$ cat src/rtl/core/rcptm_pkg.sv
// Shared types and constants for the RC pulse capture and tank mixer.
package rcptm_pkg;

  localparam int DUTY_MAX_DEF  = 255;
  localparam int TIME_BITS_DEF = 32;

  localparam int WIDTH_W  = 16;
  localparam int CENTER_W = 10;
  localparam int GAIN_W   = 4;
  localparam int TERM_W   = WIDTH_W + GAIN_W + 2;
  localparam int CMD_W    = TERM_W + 1;
  localparam int DUTY_W   = 8;
  localparam int CFG_IDX_W  = 2;
  localparam int CFG_DATA_W = CENTER_W;

  localparam logic [CENTER_W-1:0] CENTER_RST = CENTER_W'(200);
  localparam logic [GAIN_W-1:0]   GAIN_RST   = GAIN_W'(5);

  typedef enum logic [CFG_IDX_W-1:0] {
    CFG_CENTER = 2'd0,
    CFG_GAIN   = 2'd1
  } cfg_idx_t;

  typedef struct packed {
    logic [CENTER_W-1:0] center;
    logic [GAIN_W-1:0]   gain;
  } mix_cfg_t;

endpackage

$ cat src/rtl/core/rc_pulse_capture_tank_mixer_top.sv
// Top level of the RC pulse capture and differential-drive mixer.
//
// Every input item is one timer tick carrying the sampled levels of the two
// pulse pins (in_tdata bit 0 vertical, bit 1 horizontal). A free-running tick
// counter advances once per accepted item and timestamps rising edges; a
// falling edge stores the elapsed ticks as that channel's pulse width,
// saturated at 65535. Each channel runs in its own lane, which scales the
// width minus the center by the gain; a merging stage forms the right (sum)
// and left (difference) motor commands as reverse flag plus saturated duty.
//
// Every item yields exactly one result item, which passes the width and term
// registers into the output register. The block takes one item per cycle;
// the three stages advance together and only stop when the output register
// holds a result the receiver has not taken, so in_tready follows out_tready
// while a result is pending.
// The configuration channel is always ready; writes are expected only while
// no items are in flight. Reset clears the tick counter, rise times, widths
// and previous levels, loads center 200 and gain 5, and empties the pipeline.
module rc_pulse_capture_tank_mixer_top #(
  parameter int DUTY_MAX  = rcptm_pkg::DUTY_MAX_DEF,
  parameter int TIME_BITS = rcptm_pkg::TIME_BITS_DEF
) (
  input  logic                                clk,
  input  logic                                rst_n,
  // in_tdata: [0] vertical_level, [1] horizontal_level, [7:2] zero
  input  logic                                in_tvalid,
  output logic                                in_tready,
  input  logic [7:0]                          in_tdata,
  // out_tdata: [0] right_reverse, [8:1] right_duty, [9] left_reverse,
  // [17:10] left_duty, [23:18] zero
  output logic                                out_tvalid,
  input  logic                                out_tready,
  output logic [23:0]                         out_tdata,
  input  logic                                cfg_valid,
  output logic                                cfg_ready,
  input  logic [rcptm_pkg::CFG_IDX_W-1:0]     cfg_index,
  input  logic [rcptm_pkg::CFG_DATA_W-1:0]    cfg_data
);
  import rcptm_pkg::*;

  logic [CENTER_W-1:0]  center_r, center_nxt;
  logic [GAIN_W-1:0]    gain_r, gain_nxt;
  logic [TIME_BITS-1:0] tick_r, tick_nxt;
  logic                 v1_r, v1_nxt, v2_r, v2_nxt;
  logic                 advance, in_accept;
  mix_cfg_t             cfg;
  logic signed [TERM_W-1:0] term_a, term_b;
  logic                 right_reverse, left_reverse;
  logic [DUTY_W-1:0]    right_duty, left_duty;

  // The whole pipeline moves whenever the output register is free or drained.
  assign advance   = !out_tvalid || out_tready;
  assign in_tready = advance;
  assign in_accept = in_tvalid && in_tready;
  assign cfg_ready = 1'b1;

  always_comb begin
    center_nxt = center_r;
    gain_nxt   = gain_r;
    if (cfg_valid && cfg_ready) begin
      case (cfg_idx_t'(cfg_index))
        CFG_CENTER: center_nxt = cfg_data[CENTER_W-1:0];
        CFG_GAIN:   gain_nxt   = cfg_data[GAIN_W-1:0];
        default:    ;
      endcase
    end
    tick_nxt = in_accept ? tick_r + 1'b1 : tick_r;
    v1_nxt   = advance ? in_tvalid : v1_r;
    v2_nxt   = advance ? v1_r : v2_r;
    cfg.center = center_r;
    cfg.gain   = gain_r;
  end

  always_ff @(posedge clk) begin
    if (!rst_n) begin
      center_r <= CENTER_RST;
      gain_r   <= GAIN_RST;
      tick_r   <= '0;
      v1_r     <= 1'b0;
      v2_r     <= 1'b0;
    end else begin
      center_r <= center_nxt;
      gain_r   <= gain_nxt;
      tick_r   <= tick_nxt;
      v1_r     <= v1_nxt;
      v2_r     <= v2_nxt;
    end
  end

  rcptm_lane #(.TIME_BITS(TIME_BITS)) u_lane_a (
    .clk     (clk),
    .rst_n   (rst_n),
    .accept  (in_accept),
    .advance (advance),
    .level   (in_tdata[0]),
    .now     (tick_r),
    .cfg     (cfg),
    .term    (term_a)
  );

  rcptm_lane #(.TIME_BITS(TIME_BITS)) u_lane_b (
    .clk     (clk),
    .rst_n   (rst_n),
    .accept  (in_accept),
    .advance (advance),
    .level   (in_tdata[1]),
    .now     (tick_r),
    .cfg     (cfg),
    .term    (term_b)
  );

  rcptm_merge #(.DUTY_MAX(DUTY_MAX)) u_merge (
    .clk           (clk),
    .rst_n         (rst_n),
    .advance       (advance),
    .valid_in      (v2_r),
    .term_a        (term_a),
    .term_b        (term_b),
    .valid         (out_tvalid),
    .right_reverse (right_reverse),
    .right_duty    (right_duty),
    .left_reverse  (left_reverse),
    .left_duty     (left_duty)
  );

  assign out_tdata = {6'b0, left_duty, left_reverse, right_duty, right_reverse};

  // A stalled, full output register must hold back new items.
  a_stall_blocks_input: assert property (@(posedge clk) disable iff (!rst_n)
    (out_tvalid && !out_tready) |-> !in_tready)
    else $error("input accepted while output stalled");

  // The tick counter steps by exactly one per accepted item.
  a_tick_step: assert property (@(posedge clk) disable iff (!rst_n)
    in_accept |=> (tick_r == $past(tick_r) + 1'b1))
    else $error("tick counter did not advance on accept");

  // An item in the term stage reaches the output register when the pipeline moves.
  a_stage_to_output: assert property (@(posedge clk) disable iff (!rst_n)
    (v2_r && advance) |=> out_tvalid)
    else $error("result lost between term stage and output");

  // Without any item in flight no result can appear.
  a_no_phantom: assert property (@(posedge clk) disable iff (!rst_n)
    (!v2_r && advance) |=> !out_tvalid)
    else $error("result produced without an item");

endmodule

$ cat src/rtl/core/rcptm_lane.sv
// One pulse channel: edge capture, width measurement and centered scaling.
module rcptm_lane #(
  parameter int TIME_BITS = rcptm_pkg::TIME_BITS_DEF
) (
  input  logic                                clk,
  input  logic                                rst_n,
  input  logic                                accept,
  input  logic                                advance,
  input  logic                                level,
  input  logic [TIME_BITS-1:0]                now,
  input  rcptm_pkg::mix_cfg_t                 cfg,
  output logic signed [rcptm_pkg::TERM_W-1:0] term
);
  import rcptm_pkg::*;

  logic                 prev_r, prev_nxt;
  logic [TIME_BITS-1:0] rise_r, rise_nxt;
  logic [WIDTH_W-1:0]   width_r, width_nxt;
  logic signed [TERM_W-1:0] term_r, term_nxt;

  logic [TIME_BITS-1:0]         elapsed;
  logic [TIME_BITS+WIDTH_W-1:0] elapsed_ext;
  logic                         elapsed_sat;
  logic signed [WIDTH_W:0]      centered;

  always_comb begin
    elapsed     = now - rise_r;
    elapsed_ext = {{WIDTH_W{1'b0}}, elapsed};
    elapsed_sat = |elapsed_ext[TIME_BITS+WIDTH_W-1:WIDTH_W];
    prev_nxt  = prev_r;
    rise_nxt  = rise_r;
    width_nxt = width_r;
    if (accept) begin
      prev_nxt = level;
      if (level && !prev_r) begin
        rise_nxt = now;
      end else if (!level && prev_r) begin
        width_nxt = elapsed_sat ? {WIDTH_W{1'b1}} : elapsed_ext[WIDTH_W-1:0];
      end
    end
    // The term stage reads the width left by the item one stage ahead.
    centered = $signed({1'b0, width_r}) - $signed({{(WIDTH_W-CENTER_W+1){1'b0}}, cfg.center});
    term_nxt = TERM_W'(centered) * TERM_W'($signed({1'b0, cfg.gain}));
  end

  always_ff @(posedge clk) begin
    if (!rst_n) begin
      prev_r  <= 1'b0;
      rise_r  <= '0;
      width_r <= '0;
    end else begin
      prev_r  <= prev_nxt;
      rise_r  <= rise_nxt;
      width_r <= width_nxt;
    end
  end

  always_ff @(posedge clk) begin
    if (advance) begin
      term_r <= term_nxt;
    end
  end

  assign term = term_r;

endmodule

$ cat src/rtl/core/rcptm_merge.sv
// Merging stage: sum and difference of the lane terms, sign and saturated duty.
module rcptm_merge #(
  parameter int DUTY_MAX = rcptm_pkg::DUTY_MAX_DEF
) (
  input  logic                                clk,
  input  logic                                rst_n,
  input  logic                                advance,
  input  logic                                valid_in,
  input  logic signed [rcptm_pkg::TERM_W-1:0] term_a,
  input  logic signed [rcptm_pkg::TERM_W-1:0] term_b,
  output logic                                valid,
  output logic                                right_reverse,
  output logic [rcptm_pkg::DUTY_W-1:0]        right_duty,
  output logic                                left_reverse,
  output logic [rcptm_pkg::DUTY_W-1:0]        left_duty
);
  import rcptm_pkg::*;

  localparam logic [CMD_W-1:0] DUTY_CAP = CMD_W'(DUTY_MAX);

  logic signed [CMD_W-1:0] sum_cmd, dif_cmd;
  logic [CMD_W-1:0]        sum_mag, dif_mag, sum_sat, dif_sat;

  logic              valid_r, valid_nxt;
  logic              rrev_r, rrev_nxt, lrev_r, lrev_nxt;
  logic [DUTY_W-1:0] rduty_r, rduty_nxt, lduty_r, lduty_nxt;

  always_comb begin
    sum_cmd = CMD_W'(term_a) + CMD_W'(term_b);
    dif_cmd = CMD_W'(term_a) - CMD_W'(term_b);
    sum_mag = sum_cmd[CMD_W-1] ? CMD_W'(-sum_cmd) : CMD_W'(sum_cmd);
    dif_mag = dif_cmd[CMD_W-1] ? CMD_W'(-dif_cmd) : CMD_W'(dif_cmd);
    sum_sat = (sum_mag > DUTY_CAP) ? DUTY_CAP : sum_mag;
    dif_sat = (dif_mag > DUTY_CAP) ? DUTY_CAP : dif_mag;
    valid_nxt = advance ? valid_in : valid_r;
    rrev_nxt  = sum_cmd[CMD_W-1];
    lrev_nxt  = dif_cmd[CMD_W-1];
    rduty_nxt = sum_sat[DUTY_W-1:0];
    lduty_nxt = dif_sat[DUTY_W-1:0];
  end

  always_ff @(posedge clk) begin
    if (!rst_n) begin
      valid_r <= 1'b0;
    end else begin
      valid_r <= valid_nxt;
    end
  end

  always_ff @(posedge clk) begin
    if (advance) begin
      rrev_r  <= rrev_nxt;
      lrev_r  <= lrev_nxt;
      rduty_r <= rduty_nxt;
      lduty_r <= lduty_nxt;
    end
  end

  assign valid         = valid_r;
  assign right_reverse = rrev_r;
  assign right_duty    = rduty_r;
  assign left_reverse  = lrev_r;
  assign left_duty     = lduty_r;

endmodule
$ cat config.mk
export PLATFORM = sky130hd
export DESIGN_NAME = rc_pulse_capture_tank_mixer_top
export DESIGN_NICKNAME = d
export VERILOG_FILES = /design/src/rtl/core/rcptm_pkg.sv /design/src/rtl/core/rc_pulse_capture_tank_mixer_top.sv /design/src/rtl/core/rcptm_lane.sv /design/src/rtl/core/rcptm_merge.sv
export SDC_FILE = /design/constraint.sdc
export NUM_CORES = 1
export LEC_CHECK = 0
export ABC_CLOCK_PERIOD_IN_PS = 5500
export BUFFER_PORTS_ARGS = -buffer_cell sky130_fd_sc_hd__buf_4
export CORE_MARGIN = 5
export CORE_UTILIZATION = 59
export DETAILED_ROUTE_END_ITERATION = 7
export PLACE_DENSITY = 0.8
export SKIP_LAST_GASP = 1
export SLEW_MARGIN = 10
export SYNTH_ARGS = -nofsm -noshare
export SYNTH_HDL_FRONTEND = slang
export SYNTH_HIERARCHICAL = 1
export SYNTH_SLANG_ARGS = --single-unit
$ cat constraint.sdc
create_clock -name clk -period 5.5 [get_ports clk]
set_input_delay 0.275 -clock clk [delete_from_list [all_inputs] [get_ports clk]]
set_output_delay 0.275 -clock clk [all_outputs]
set_load 0.02 [all_outputs]
==> reports/qor.csv <==
stage,metric,value,unit
worst_setup_path,rr_startpoint,u_lane_b/width_r[0],
timing,rsz0062_at_grt,yes,
final_layout,area_growth,13.44,%
status,outcome,"complete, but fails checks",
worst_hold_path,hold_path.class,in2reg,
worst_hold_path,worstHoldPathCells,4,
global_route,grtUsageTotal,28.43,%
drt,dr_total_vias,21010,
clock_network,cts_root_buf,clkbuf_16,
global_route,grt_max_degree,74,
timing,finalHoldViolCount,0,
placement,hpwl,46.19,mm
yosys,synthTopCellsByArea,"dfxtp_1 (13%), ha_1 (12%), edfxtp_1 (8.3%), fa_1 (6.8%), nand2_1 (5.8%)",
timing,setup_viol,6,
global_route,antenna_found_initial,0,
global_route,gr-total-overflow,0,
worst_setup_path,critPathBufInv,4,
yosys,synthCells,2846,
timing,fin_setup_tns,-0.8063,ns
global_route,grt_pass1_wl,100.1,mm
timing,fin_crit_sh,106.0,%
yosys,synthDistinctLibCells,108,
drt,drc,0,
worst_setup_path,cp_data_required_time,5.80,ns
clock_network,cts_tree,built,
clock_network,htreeDepth,1,
pwr,finalPower,12530,uW
worst_setup_path,r2r_cells,27,
timing,worst_slack,-0.3285,ns
drt,wl_per_cell,18.13,um
worst_setup_path,r2r_slack,-0.33,ns
drt,via_per_inst,6.059,
timing,max_freq,171.6,MHz
worst_setup_path,path_delay_family,adder cells,
yosys,yosys.area.top_type,dfxtp_1,
die,die_h,204.6,um
clock_network,cts_inserted_buffers,25,
worst_setup_path,slowest_delay,0.55,ns
final_layout,fin_nets,3253,
pwr,ir_drop,0.3197,mV
die,start_util,59.62,%
die,die-area,41880,um^2
pwr,pwr_density_cell,494.2,nW/um^2
status,violations,negative setup slack,
yosys,yosysSeqAreaShare,21.50,%
worst_setup_path,crit_fanout,4,
drt,ant_nets,0,
worst_setup_path,crit_type,reg2reg,
timing,slew_violations,0,
pwr,leakagePower,0.01106,uW
worst_setup_path,cpMaxStageDelayCell,fa_1,
timing,slew_headroom,28.30,%
clock_network,clock_sinks,209,
clock_network,cts_buffer_depth,3,
worst_hold_path,hp-start,out_tready,
yosys,synth_edf_count,62,
drt,wl,62.89,mm
drt,drt_pass1_iterations,5,
worst_setup_path,cp-end-kind,register,
yosys,netlist.area_leader.share,13.17,%
timing,worstMarginPinSlew,1.073,ns
timing,fin_skew,0.01422,ns
placement,routabilityCongestion,0.9909,
yosys,synthFlopType,dfxtp_1,
yosys,synth_async_sr_flop_share,0,%
die,die_x,204.6,um
final_layout,diodes,0,
die,coreArea,37490,um^2
worst_setup_path,worstSetupStartpointType,register,
final_layout,layout-drive-gt1-share,13.56,%
die,ios,52,
clock_network,clk_pin_slew_worst_paths,0.06,ns
yosys,avgSynthCellArea,7.854,um^2
timing,fin_crit,5.829,ns
yosys,syn-cell-area,22350,um^2
flow_run,max_cap_violations,0,
die,rows,71,
worst_setup_path,r2r-end,u_lane_b/term[21],
worst_hold_path,holdPathEnd,v2_r,
global_route,grt_pass1_vias,20560,
drt,drtIter0Drc,1526,
yosys,ys_ff_latch,209,
placement,portBuffers,38,
timing,fin_hold_ws,0.02316,ns
yosys,yosys_warnings,6,
clock_network,insertion_delay,0.56,ns
worst_setup_path,cp.arrival,6.13,ns
==> final cells by class <==
cell class / instances / area [um^2]
Fill cell: 2966 / 12130
Inverter: 318 / 1196
Timing Repair Buffer: 177 / 1375
Sequential cell: 209 / 4813
Multi-Input combinational cell: 2208 / 16460
Clock inverter: 13 / 171.4
Clock buffer: 32 / 701.9
Tap cell: 511 / 639.4
==> sequential cells by signal, summed over array words and instances (netlist names) <==
register and cells:
u_merge/left_reverse 1, u_merge/right_reverse 1, u_lane_a/term 22, u_merge/left_duty 8, u_lane_b/prev_r 1, u_lane_a/rise_r 32, u_lane_a/prev_r 1, v1_r 1
center_r 10, u_merge/valid 1, u_lane_a/width_r 16, u_lane_b/term 22, gain_r 4, tick_r 32, u_merge/right_duty 8, u_lane_b/width_r 16
v2_r 1, u_lane_b/rise_r 32
==> routing by layer <==
metal | share of wire [%] | GRT usage, % | vias to the layer above
met4 | 4.6 | 10.62 | 0
met1 | 39 | 32.28 | 10090
li1 | - | - | 10080
met3 | 4.5 | 3.055 | 178
met2 | 51 | 54.53 | 668
met5 | 0 | 0 | -
==> worst reg2reg max path, stage by stage, from the launching register on <==
cell and delay (ns):
dfxtp_2 0.33, inv_2 0.04, ha_4 0.15, fa_2 0.36, nor2b_2 0.15, o21ai_2 0.08, a21boi_2 0.16, o21a_1 0.17
o21ai_2 0.08, a21boi_2 0.24, nor3_2 0.07, xnor2_1 0.25, buf_4 0.18, nor2_1 0.04, ha_1 0.29, fa_1 0.55
inv_1 0.06, fa_1 0.53, inv_1 0.04, ha_1 0.31, a21o_1 0.25, nor3_2 0.12, nand4_1 0.15, a31oi_2 0.25
nor2b_1 0.08, o21a_1 0.19, o41a_1 0.32, xnor2_1 0.12
==> cells in the final DEF (no fill, tap or decap), types with 18 or more instances in the layout <==
| master | instances |
|---|---|
| a21oi_2 | 21 |
| fa_1 | 74 |
| mux2i_1 | 40 |
| xnor2_1 | 85 |
| nor2_1 | 173 |
| nand3_1 | 61 |
| inv_1 | 300 |
| a31oi_1 | 42 |
| ha_4 | 22 |
| a21boi_0 | 71 |
| a21oi_1 | 174 |
| or3_1 | 23 |
| o21ai_0 | 115 |
| and2_1 | 65 |
| nand4_1 | 56 |
| nand2b_1 | 61 |
| nor3_1 | 53 |
| dfxtp_1 | 142 |
| xor2_1 | 49 |
| buf_4 | 161 |
| a21o_1 | 32 |
| edfxtp_1 | 62 |
| clkbuf_16 | 25 |
| nor2b_1 | 42 |
| o211ai_1 | 18 |
| and3_1 | 18 |
| ha_1 | 190 |
| o21a_1 | 23 |
| nand2_1 | 343 |
==> worst max path at each step <==
stage | start | endpoint | slack, ns | cells after the start
global route | u_lane_b/width_r[0] | u_lane_b/term[21] | -0.54 | 27
floorplan | center_r[1] | u_lane_b/term[21] | -0.03 | 27
finish | u_lane_b/width_r[0] | u_lane_b/term[21] | -0.33 | 27
CTS | u_lane_b/width_r[0] | u_lane_b/term[21] | -0.23 | 27
global placement | center_r[1] | u_lane_b/term[21] | -0.16 | 27
detailed placement | u_lane_b/width_r[0] | u_lane_b/term[21] | -0.42 | 27
==> per-stage QoR <==
stage	instances	utilization, %	setup WS [ns]	instance area [um^2]
final	3468	67.64	-0.3285	25360
after global routing	3468	67.64	-0.5372	25360
after CTS	3454	66.34	-0.2295	24870
after detailed placement	3381	62.83	-0.4178	23550
after global placement	3381	62.83	-0.1614	23550
after floorplan	2851	-	-0.03378	22450
==> cells by family (layout without fill, tap and decap cells) <==
kind of cell               Yosys count  after routing  share of synthesized area, %
other                                2              7                       0.03360
buffers and inverters              434            540                         7.815
xor gates and xnor gates           141            141                         5.525
adders and majority gates          289            289                         18.73
DFF                                209            209                         21.50
and+or+nand+nor                   1022           1022                         23.05
AOI/OAI and AO/OA                  703            703                         21.26
muxes                               46             46                         2.094
==> timing repair <==
item,CTS,global route
hold buffers,11,0
pin swaps,44,84
cloned,0,0
resized for setup,52,79
setup buffers,17,14
hold endpoints to repair,12,0
endpoints found under the setup margin,12,16
==> power by group <==
group          switching (uW)  internal, uW  total, uW  leakage, uW
clock network             698          1050       1750     0.000430
logic                    5280          3430       8720      0.00882
registers                 174          1890       2060      0.00181
==> cells in the mapped netlist, types with 32 or more instances <==
| library cell | instances |
|---|---|
| a21o_1 | 32 |
| ha_1 | 213 |
| a21boi_0 | 79 |
| nor2b_1 | 46 |
| clkbuf_1 | 75 |
| a31oi_1 | 43 |
| nor2_1 | 183 |
| xnor2_1 | 88 |
| nor3_1 | 57 |
| nand4_1 | 56 |
| mux2i_1 | 40 |
| nand2b_1 | 61 |
| o21ai_0 | 129 |
| edfxtp_1 | 62 |
| fa_1 | 76 |
| a21oi_1 | 182 |
| and2_1 | 72 |
| inv_1 | 313 |
| nand3_1 | 62 |
| xor2_1 | 53 |
| nand2_1 | 343 |
| dfxtp_1 | 147 |
No activity file was read; power rests on OpenSTA's default activity.
